==> config.mk <==
export PLATFORM = sky130hd
export DESIGN_NAME = fm_chip_timer_status_unit
export DESIGN_NICKNAME = d
export VERILOG_FILES = /design/src/rtl/fmts_pkg.sv /design/src/rtl/fmts_ctrl.sv /design/src/rtl/fmts_dp.sv /design/src/rtl/fm_chip_timer_status_unit.sv
export VERILOG_INCLUDE_DIRS = /design/src /design/src/rtl
export SDC_FILE = /design/constraint.sdc
export NUM_CORES = 1
export LEC_CHECK = 0
export ABC_AREA = 1
export BUFFER_PORTS_ARGS = -buffer_cell sky130_fd_sc_hd__buf_4
export CAP_MARGIN = 20
export CORE_ASPECT_RATIO = 1.1
export CORE_MARGIN = 2
export CORE_UTILIZATION = 55
export CTS_CLUSTER_SIZE = 24
export DETAILED_ROUTE_END_ITERATION = 8
export PLACE_DENSITY = 0.72
export SYNTH_ARGS = -nofsm -noshare
export SYNTH_HDL_FRONTEND = slang
export SYNTH_SLANG_ARGS = --single-unit
==> constraint.sdc <==
create_clock -name i_clk -period 2.7 [get_ports i_clk]
set_clock_uncertainty 0.05 [all_clocks]
set_input_delay 0.54 -clock i_clk [delete_from_list [all_inputs] [get_ports i_clk]]
set_output_delay 0.54 -clock i_clk [all_outputs]
set_load 0.03 [all_outputs]
==> src/rtl/assert_macros.svh <==
// Assertion helpers for the timer and status unit
`ifndef ASSERT_MACROS_SVH
`define ASSERT_MACROS_SVH
// assert a property on the rising clock edge, disabled during reset
`define ASSERT_CLK(label, clk, rst_n, prop, msg) \
    label: assert property (@(posedge clk) disable iff (!rst_n) (prop)) else $error(msg);
// assert a property on the rising clock edge, checked during reset as well
`define ASSERT_ALWAYS(label, clk, prop, msg) \
    label: assert property (@(posedge clk) (prop)) else $error(msg);
`endif

==> src/rtl/fmts_pkg.sv <==
// ----------------------------------------------------------------------------
// fmts_pkg
// Shared types and constants for the FM chip timer and status unit.
// ----------------------------------------------------------------------------
`default_nettype none
package fmts_pkg;
    typedef enum logic [1:0] {
        OP_ADVANCE = 2'd0,
        OP_WRITE   = 2'd1,
        OP_READ    = 2'd2,
        OP_RESET   = 2'd3
    } t_opcode;

    localparam logic [7:0] REG_TA_HI  = 8'h24;
    localparam logic [7:0] REG_TA_LO  = 8'h25;
    localparam logic [7:0] REG_TB     = 8'h26;
    localparam logic [7:0] REG_CTRL   = 8'h27;
    localparam logic [7:0] REG_KEY_ON = 8'h28;
    localparam logic [4:0] PHASES     = 5'd24;

    // control bit positions
    localparam int CB_LOCK   = 0;
    localparam int CB_LOAD   = 1;
    localparam int CB_ENABLE = 2;
    localparam int CB_RESET  = 3;
    localparam int CB_LATCH  = 4;
    localparam int CB_FLAG   = 5;
    localparam int CB_OVF    = 6;

    // controller to datapath
    typedef struct packed {
        logic load;       // capture the input beat
        logic apply;      // apply write / read / reset
        logic prescale;   // subtract one phase worth of master cycles
        logic phase;      // run one internal phase
        logic finish;     // store remainder and present the result
    } t_cmd;

    // datapath to controller
    typedef struct packed {
        logic     phase_due;
        t_opcode  op;
    } t_sts;
endpackage
`default_nettype wire

==> src/rtl/fmts_ctrl.sv <==
// ----------------------------------------------------------------------------
// fmts_ctrl
// Sequencer: takes a beat, applies it or steps phases one per cycle, presents the result.
// ----------------------------------------------------------------------------
`default_nettype none
`include "assert_macros.svh"
module fmts_ctrl (
    input  wire logic          i_clk,
    input  wire logic          i_rst_n,
    input  wire logic          i_valid,
    output logic               o_stall,
    output logic               o_valid,
    input  wire logic          i_stall,
    input  wire fmts_pkg::t_sts i_sts,
    output fmts_pkg::t_cmd     o_cmd
);
    typedef enum logic [3:0] {
        S_IDLE = 4'b0001,
        S_EXEC = 4'b0010,
        S_STEP = 4'b0100,
        S_OUT  = 4'b1000
    } t_state;

    t_state r_state, n_state;
    logic   in_acc, out_acc;

    // take a beat while idle, or in the cycle the finished result leaves
    assign out_acc = o_valid && !i_stall;
    assign o_stall = !(r_state == S_IDLE || (r_state == S_OUT && out_acc));
    assign in_acc  = i_valid && !o_stall;
    assign o_valid = (r_state == S_OUT);

    always_comb begin
        n_state = r_state;
        o_cmd   = '0;
        o_cmd.load = in_acc;
        case (r_state)
            S_IDLE: begin
                if (in_acc) n_state = S_EXEC;
            end
            S_EXEC: begin
                if (i_sts.op == fmts_pkg::OP_ADVANCE) begin
                    n_state = S_STEP;
                end else begin
                    o_cmd.apply = 1'b1;
                    n_state     = S_OUT;
                end
            end
            S_STEP: begin
                if (i_sts.phase_due) begin
                    o_cmd.prescale = 1'b1;
                    o_cmd.phase    = 1'b1;
                end else begin
                    o_cmd.finish = 1'b1;
                    n_state      = S_OUT;
                end
            end
            S_OUT: begin
                if (in_acc) n_state = S_EXEC;
                else if (out_acc) n_state = S_IDLE;
            end
            default: n_state = S_IDLE;
        endcase
    end

    always_ff @(posedge i_clk) begin
        if (!i_rst_n) r_state <= S_IDLE;
        else          r_state <= n_state;
    end

    `ASSERT_ALWAYS(a_onehot, i_clk, !i_rst_n || $onehot(r_state), "state not one-hot")
    `ASSERT_CLK(a_no_take_busy, i_clk, i_rst_n,
        (r_state == S_STEP || r_state == S_EXEC) |-> o_stall, "beat taken while busy")
    `ASSERT_CLK(a_out_hold, i_clk, i_rst_n,
        (o_valid && i_stall) |=> o_valid, "result dropped under stall")
endmodule
`default_nettype wire

==> src/rtl/fmts_dp.sv <==
// ----------------------------------------------------------------------------
// fmts_dp
// Datapath: prescaler, phase counter, busy countdown, timers A and B, status.
// ----------------------------------------------------------------------------
`default_nettype none
module fmts_dp #(
    parameter int MASTER_PER_PHASE = 42,
    parameter int BUSY_PHASES      = 32
) (
    input  wire logic           i_clk,
    input  wire logic           i_rst_n,
    input  wire logic [1:0]     i_opcode,
    input  wire logic [1:0]     i_addr_low,
    input  wire logic [7:0]     i_value,
    input  wire logic [11:0]    i_master_cycles,
    input  wire fmts_pkg::t_cmd i_cmd,
    output fmts_pkg::t_sts      o_sts,
    output logic [7:0]          o_status,
    output logic [5:0]          o_key_on_mask
);
    localparam logic [12:0] MPP  = 13'(MASTER_PER_PHASE);
    localparam logic [5:0]  BUSY = 6'(BUSY_PHASES);

    logic [1:0]  r_op, r_al;
    logic [7:0]  r_val;
    logic [12:0] r_total;
    logic [5:0]  r_rem;
    logic [4:0]  r_phase;
    logic        r_busy;
    logic [5:0]  r_busy_cnt;
    logic [7:0]  r_held;
    logic [7:0]  r_alatch [2];
    logic [5:0]  r_keys;
    logic [9:0]  r_ta_cnt, r_ta_per;
    logic [6:0]  r_ta_cb, r_tb_cb;
    logic [7:0]  r_tb_cnt, r_tb_per;
    logic [4:0]  r_tb_sub;

    // phase step next values
    logic [6:0]  ca, cb;
    logic        lda, ldb;
    logic [10:0] ta;
    logic [8:0]  tb;
    logic [4:0]  sub;
    logic [7:0]  reg_sel;
    logic [2:0]  ch;

    assign o_sts.phase_due = (r_total >= MPP);
    assign o_sts.op        = fmts_pkg::t_opcode'(r_op);
    assign o_status        = r_held;
    assign o_key_on_mask   = r_keys;
    assign reg_sel         = r_alatch[r_al[1]];
    assign ch              = {1'b0, r_val[1:0]} + (r_val[2] ? 3'd3 : 3'd0);

    always_comb begin
        // timer A front
        ca  = r_ta_cb;
        lda = ca[fmts_pkg::CB_OVF];
        if (r_phase == 5'd2) begin
            if (!ca[fmts_pkg::CB_LOCK] && ca[fmts_pkg::CB_LOAD]) lda = 1'b1;
            ca[fmts_pkg::CB_LOCK] = ca[fmts_pkg::CB_LOAD];
        end
        ta = {1'b0, ca[fmts_pkg::CB_LATCH] ? r_ta_per : r_ta_cnt};
        ca[fmts_pkg::CB_LATCH] = lda;
        if (r_phase == 5'd1 && ca[fmts_pkg::CB_LOCK]) ta = ta + 11'd1;
        if (ca[fmts_pkg::CB_RESET]) begin
            ca[fmts_pkg::CB_RESET] = 1'b0;
            ca[fmts_pkg::CB_FLAG]  = 1'b0;
        end else if (ca[fmts_pkg::CB_OVF] && ca[fmts_pkg::CB_ENABLE]) begin
            ca[fmts_pkg::CB_FLAG] = 1'b1;
        end
        ca[fmts_pkg::CB_OVF] = ta[10];

        // timer B front
        cb  = r_tb_cb;
        ldb = cb[fmts_pkg::CB_OVF];
        if (r_phase == 5'd2) begin
            if (!cb[fmts_pkg::CB_LOCK] && cb[fmts_pkg::CB_LOAD]) ldb = 1'b1;
            cb[fmts_pkg::CB_LOCK] = cb[fmts_pkg::CB_LOAD];
        end
        tb = {1'b0, cb[fmts_pkg::CB_LATCH] ? r_tb_per : r_tb_cnt};
        cb[fmts_pkg::CB_LATCH] = ldb;
        sub = (r_phase == 5'd1) ? r_tb_sub + 5'd1 : r_tb_sub;
        if (sub == 5'h10 && cb[fmts_pkg::CB_LOCK]) tb = tb + 9'd1;
        sub = {1'b0, sub[3:0]};
        if (cb[fmts_pkg::CB_RESET]) begin
            cb[fmts_pkg::CB_RESET] = 1'b0;
            cb[fmts_pkg::CB_FLAG]  = 1'b0;
        end else if (cb[fmts_pkg::CB_OVF] && cb[fmts_pkg::CB_ENABLE]) begin
            cb[fmts_pkg::CB_FLAG] = 1'b1;
        end
        cb[fmts_pkg::CB_OVF] = tb[8];
    end

    always_ff @(posedge i_clk) begin
        if (i_cmd.load) begin
            r_op  <= i_opcode;
            r_al  <= i_addr_low;
            r_val <= i_value;
        end
    end

    always_ff @(posedge i_clk) begin
        if (!i_rst_n || (i_cmd.apply && r_op == fmts_pkg::OP_RESET)) begin
            r_total    <= '0;
            r_rem      <= '0;
            r_phase    <= '0;
            r_busy     <= 1'b0;
            r_busy_cnt <= '0;
            r_held     <= '0;
            r_alatch[0] <= '0;
            r_alatch[1] <= '0;
            r_keys     <= '0;
            r_ta_cnt   <= '0;
            r_ta_per   <= '0;
            r_ta_cb    <= '0;
            r_tb_cnt   <= '0;
            r_tb_sub   <= '0;
            r_tb_per   <= '0;
            r_tb_cb    <= '0;
        end else begin
            // sum loaded with the beat, ahead of the phase loop
            if (i_cmd.load) r_total <= 13'(r_rem) + 13'(i_master_cycles);
            if (i_cmd.prescale) r_total <= r_total - MPP;
            if (i_cmd.finish) r_rem <= r_total[5:0];
            if (i_cmd.phase) begin
                r_busy <= (r_busy_cnt != '0);
                if (r_busy_cnt != '0) r_busy_cnt <= r_busy_cnt - 6'd1;
                r_ta_cb  <= ca;
                r_ta_cnt <= ta[9:0];
                r_tb_cb  <= cb;
                r_tb_cnt <= tb[7:0];
                r_tb_sub <= sub;
                r_phase  <= (r_phase == fmts_pkg::PHASES - 5'd1) ? '0 : r_phase + 5'd1;
            end
            if (i_cmd.apply && r_op == fmts_pkg::OP_WRITE) begin
                if (!r_al[0]) begin
                    r_alatch[r_al[1]] <= r_val;
                end else begin
                    r_busy_cnt <= BUSY;
                    if (!r_al[1]) begin
                        case (reg_sel)
                            fmts_pkg::REG_TA_HI: r_ta_per[9:2] <= r_val;
                            fmts_pkg::REG_TA_LO: r_ta_per[1:0] <= r_val[1:0];
                            fmts_pkg::REG_TB:    r_tb_per      <= r_val;
                            fmts_pkg::REG_CTRL: begin
                                r_ta_cb[fmts_pkg::CB_LOAD]   <= r_val[0];
                                r_ta_cb[fmts_pkg::CB_ENABLE] <= r_val[2];
                                r_ta_cb[fmts_pkg::CB_RESET]  <= r_val[4];
                                r_tb_cb[fmts_pkg::CB_LOAD]   <= r_val[1];
                                r_tb_cb[fmts_pkg::CB_ENABLE] <= r_val[3];
                                r_tb_cb[fmts_pkg::CB_RESET]  <= r_val[5];
                            end
                            fmts_pkg::REG_KEY_ON: begin
                                if (r_val[1:0] != 2'd3)
                                    r_keys[ch] <= (r_val[7:4] != 4'd0);
                            end
                            default: ;
                        endcase
                    end
                end
            end
            if (i_cmd.apply && r_op == fmts_pkg::OP_READ && r_al == 2'd0)
                r_held <= {r_busy, 5'd0, r_tb_cb[fmts_pkg::CB_FLAG],
                           r_ta_cb[fmts_pkg::CB_FLAG]};
        end
    end
endmodule
`default_nettype wire

==> src/rtl/fm_chip_timer_status_unit.sv <==
// ----------------------------------------------------------------------------
// fm_chip_timer_status_unit
// Timer A / timer B and status logic of an FM sound chip.
//
//   channel  | handshake          | payload
//   input    | i_valid / o_stall  | i_opcode, i_addr_low, i_value, i_master_cycles
//   output   | o_valid / i_stall  | o_status, o_key_on_mask
//
// Write, read and reset beats go from EXEC straight to OUT; an advance steps
// one internal phase per cycle (floor((rem + cycles) / 42) phases) and then
// stores the remainder. The controller runs the phase loop on phase_due.
// Reset is synchronous on i_rst_n; OP_RESET clears timers, status and keys.
// A stalled result is held; the next beat is taken as it leaves.
// ----------------------------------------------------------------------------
`default_nettype none
module fm_chip_timer_status_unit #(
    parameter int MASTER_PER_PHASE = 42,
    parameter int BUSY_PHASES      = 32
) (
    input  wire logic        i_clk,
    input  wire logic        i_rst_n,
    input  wire logic        i_valid,
    output logic             o_stall,
    input  wire logic [1:0]  i_opcode,
    input  wire logic [1:0]  i_addr_low,
    input  wire logic [7:0]  i_value,
    input  wire logic [11:0] i_master_cycles,
    output logic             o_valid,
    input  wire logic        i_stall,
    output logic [7:0]       o_status,
    output logic [5:0]       o_key_on_mask
);
    fmts_pkg::t_cmd cmd;
    fmts_pkg::t_sts sts;

    fmts_ctrl u_ctrl (
        .i_clk   (i_clk),
        .i_rst_n (i_rst_n),
        .i_valid (i_valid),
        .o_stall (o_stall),
        .o_valid (o_valid),
        .i_stall (i_stall),
        .i_sts   (sts),
        .o_cmd   (cmd)
    );

    fmts_dp #(
        .MASTER_PER_PHASE (MASTER_PER_PHASE),
        .BUSY_PHASES      (BUSY_PHASES)
    ) u_dp (
        .i_clk           (i_clk),
        .i_rst_n         (i_rst_n),
        .i_opcode        (i_opcode),
        .i_addr_low      (i_addr_low),
        .i_value         (i_value),
        .i_master_cycles (i_master_cycles),
        .i_cmd           (cmd),
        .o_sts           (sts),
        .o_status        (o_status),
        .o_key_on_mask   (o_key_on_mask)
    );
endmodule
`default_nettype wire

==> results.md <==
* Sequential share of the synthesized area at 0.416
* Area Overhead vs Synth at 14.5%
* Global route overflow at 0
* Post-route setup slack at 0.386 ns
* Input/output buffers at 38
* Synth unique cells at 45
* Cells after Synth at 954
* DR iter-0 viols at 298
* CP Launch Type: flop
* Core ar. at 12000 um^2
* Synthesized cell area at 6790 um^2
* Latest clock arrival within the worst-skew pair at 0.42 ns
* FP Rows at 42
* DR vias/cell at 5.20
* Critical setup path kind: reg2reg
* R2R Path End: u_dp.r_total[5]$_SDFFE_PP0P_
* Reg2Reg Setup Slack at 0.39 ns
* Placer Congestion at 0.884
* Post-Synth Adder-Cell Area at 0.0372
* Worst-Margin Slew at 0.693 ns
* Initial antenna violation count at 0
* Simple-gate share of the synthesized area at 0.284
* Pint at 3400 uW
* Switching power at 1120 uW
* Htree depth at 4
* Post-Synth XOR/XNOR Area at 0.0361
* Largest family of logic cells by synthesized area: simple AND/OR/NAND/NOR gates
* Post-route ant nets at 0
* Max-Cap Viols at 0
* Root Driver: clkbuf_16
* Hold_buf cts at 0
* Status: complete, no violations
* Initial Util at 0.564
* Critical Path AT at 2.61 ns
* Worst-path fanout max at 15
* DRC viols at 0
* R2R cell count at 12
* Commonest non-fill, non-tap cells in the layout: nand2_1, nor2_1, inv_1
* Synthesis-stage register bit count at 127
* Mux share of post-synthesis cell area at 0
* CTS Buf Count at 17
* Vias at 6055
* Vias in the first global route at 5465
* Total placed cells including tap cells at 1132
* Peak supply drop at 405 uV
* Design Area, Final at 7770 um^2
* Worst min path class: in2reg
* Placed Area at 7230 um^2
* Setup bufs post-CTS at 0
* N_diodes at 0
* Fin nets at 1044
* Slew HR at 0.534
* Post-Route WL at 14800 um
* Crit path to: u_dp.r_total[5]$_SDFFE_PP0P_
* Area fraction in compound gates after synthesis at 0.132
* Core Util, Final at 0.646
* CTS clk-pin slew, worst paths at 0.06 ns
* Fin crit period at 2.31 ns
* Combinational share of power at 0.081
* Hpwl dp at 10500 um
* Synth warn at 0
* Synth async-reset ratio at 0
* Crit path from: u_dp.r_total[1]$_SDFFE_PP0P_
* Clock Power Share at 0.466
* RSZ-0062 raised after global routing: no
* CTS resizes at 0
* Fraction of layout cells with a size suffix above 1 at 0.105
* Final Cycle Share at 0.857
* Setup violations, final at 0
* Non-Filler Instances at 1164
* Ys flop type: dfxtp_1
* Clk buf depth at 2
* First-pass DRT Iterations at 5
* Die ar. at 13200 um^2
* Die width at 110 um
* Setup TNS at 0 ns
* CTS Sinks at 127
* Critical Path End Type: flop
* Leakage power at 0.00340 uW
* Commonest non-fill, non-tap cell in the layout: nand2_1
* First-pass GRT wire length at 25100 um
* Switching Share at 0.248
* Reg-to-reg startpoint: u_dp.r_total[1]$_SDFFE_PP0P_
* Post-synth EDFFs at 28
* Final Max Slew Viols at 0
* Gr usage total at 0.242
* Chip height at 121 um
* Mean Syn Cell Area at 7.12 um^2
* Final hold viol count at 0
* Required @ worst endpoint at 3.00 ns
* Pre-CTS WS at 0.444 ns
* Maximum clock rate at 432 MHz
* Pwr dens at 582 nW/um^2
* I/O pins at 44
* DR WL/cell at 12.8 um
* WHS Path Cells at 1
* Largest net degree at the start of global routing at 46
* Sequential fraction of design power at 0.453
* TritonCTS clock tree: built
## stage by stage
step / power [uW] / hold WS [ns]
after floorplan: 2330 / 0.356
after global placement: 2450 / 0.375
after detailed placement: 2450 / 0.374
after CTS: 4550 / 0.231
after global routing: 4690 / 0.228
final: 4520 / 0.245
## synth_stat cells (2+ instances only)
| library cell | number | area, um^2 |
|---|---|---|
| or2_2 | 2 | 12.5 |
| clkinv_1 | 3 | 11.3 |
| nand4_1 | 13 | 81.3 |
| nor3_1 | 13 | 65.1 |
| nor4_1 | 3 | 18.8 |
| a31oi_1 | 7 | 43.8 |
| inv_1 | 115 | 432 |
| o21ai_1 | 3 | 15.0 |
| ha_1 | 17 | 213 |
| nand3_1 | 44 | 220 |
| a21oi_1 | 64 | 320 |
| fa_1 | 2 | 40.0 |
| buf_4 | 8 | 60.1 |
| xnor2_1 | 7 | 61.3 |
| dfxtp_1 | 99 | 1980 |
| nand3b_1 | 2 | 15.0 |
| a211oi_1 | 3 | 22.5 |
| nand2_2 | 2 | 12.5 |
| xor2_1 | 21 | 184 |
| o21ai_0 | 81 | 405 |
| o21ai_2 | 2 | 17.5 |
| buf_2 | 10 | 50.1 |
| nor2_2 | 3 | 18.8 |
| edfxtp_1 | 28 | 841 |
| nor2_1 | 133 | 499 |
| inv_2 | 6 | 22.5 |
| nand3_2 | 3 | 30.0 |
| and3_1 | 4 | 25.0 |
| nor2_4 | 3 | 33.8 |
| o211ai_1 | 5 | 37.5 |
| clkbuf_1 | 11 | 41.3 |
| nand2_1 | 224 | 841 |
## worst max-delay path, stage by stage, from the launching register on
cell and delay (ns):
dfxtp_1 0.32, inv_1 0.12, ha_1 0.20, inv_1 0.05
nand2_1 0.07, nand2_1 0.05, nand2_1 0.10, nand3_2 0.13
o21ai_2 0.37, nand2_1 0.37, inv_1 0.20, nand2_1 0.07
a21oi_1 0.13
## flip-flops by register name, indices dropped and copies added, names as in the netlist, 7 cells and up, named ones only
name / cells
u_dp.r_tb_per: 8
u_dp.r_alatch: 16
u_dp.r_tb_cnt: 8
u_dp.r_ta_per: 10
u_dp.r_total: 13
u_dp.r_ta_cb: 7
u_dp.r_tb_cb: 7
u_dp.r_val: 8
u_dp.r_ta_cnt: 10
## logic make-up after synthesis
family | after synthesis
AO/OA/AOI/OAI | 169
XOR/XNOR | 28
adder cells (fa/ha/maj) | 19
buffers and inverters | 156
flip-flops | 127
other | 1
AND/OR/NAND/NOR | 454
## how the worst min path moves through the flow
| stage | start | to |
|---|---|---|
| finish | i_value[3] | u_dp.r_val[3]$_DFFE_PP_ |
| global route | i_value[3] | u_dp.r_val[3]$_DFFE_PP_ |
| CTS | i_opcode[1] | u_dp.r_op[1]$_DFFE_PP_ |
| detailed placement | u_dp.r_ta_cb[3]$_SDFF_PP0_ | u_dp.r_ta_cb[5]$_SDFFE_PP0P_ |
| global placement | u_dp.r_ta_cb[3]$_SDFF_PP0_ | u_dp.r_ta_cb[5]$_SDFFE_PP0P_ |
| floorplan | u_dp.r_ta_cb[3]$_SDFF_PP0_ | u_dp.r_ta_cb[5]$_SDFFE_PP0P_ |
## power groups by stage
stage	Combinational [uW]	Sequential, uW	Clock [uW]
4_1_cts	367	2050	2130
6_report	367	2050	2110
3_3_place_gp	360	2090	0
2_1_floorplan	263	2070	0
5_1_grt	414	2050	2220
3_5_place_dp	363	2090	0
## layer usage
metal | vias to the layer above | track usage | routed length, um
met4 | 0 | 0.0839 | 289
li1 | 3162 | - | -
met3 | 29 | 0.0518 | 620
met2 | 142 | 0.396 | 7050
met1 | 2722 | 0.315 | 6890
met5 | - | 0 | 0
## area by class of cell
type	count	area (um^2)
Tap cell	154	193
Inverter	125	470
Sequential cell	127	2820
Timing Repair Buffer	51	395
Clock buffer	21	450
Multi-Input combinational cell	675	3350
Fill cell	1095	4260
Clock inverter	11	93.8
(Power assumes the default switching activity.)
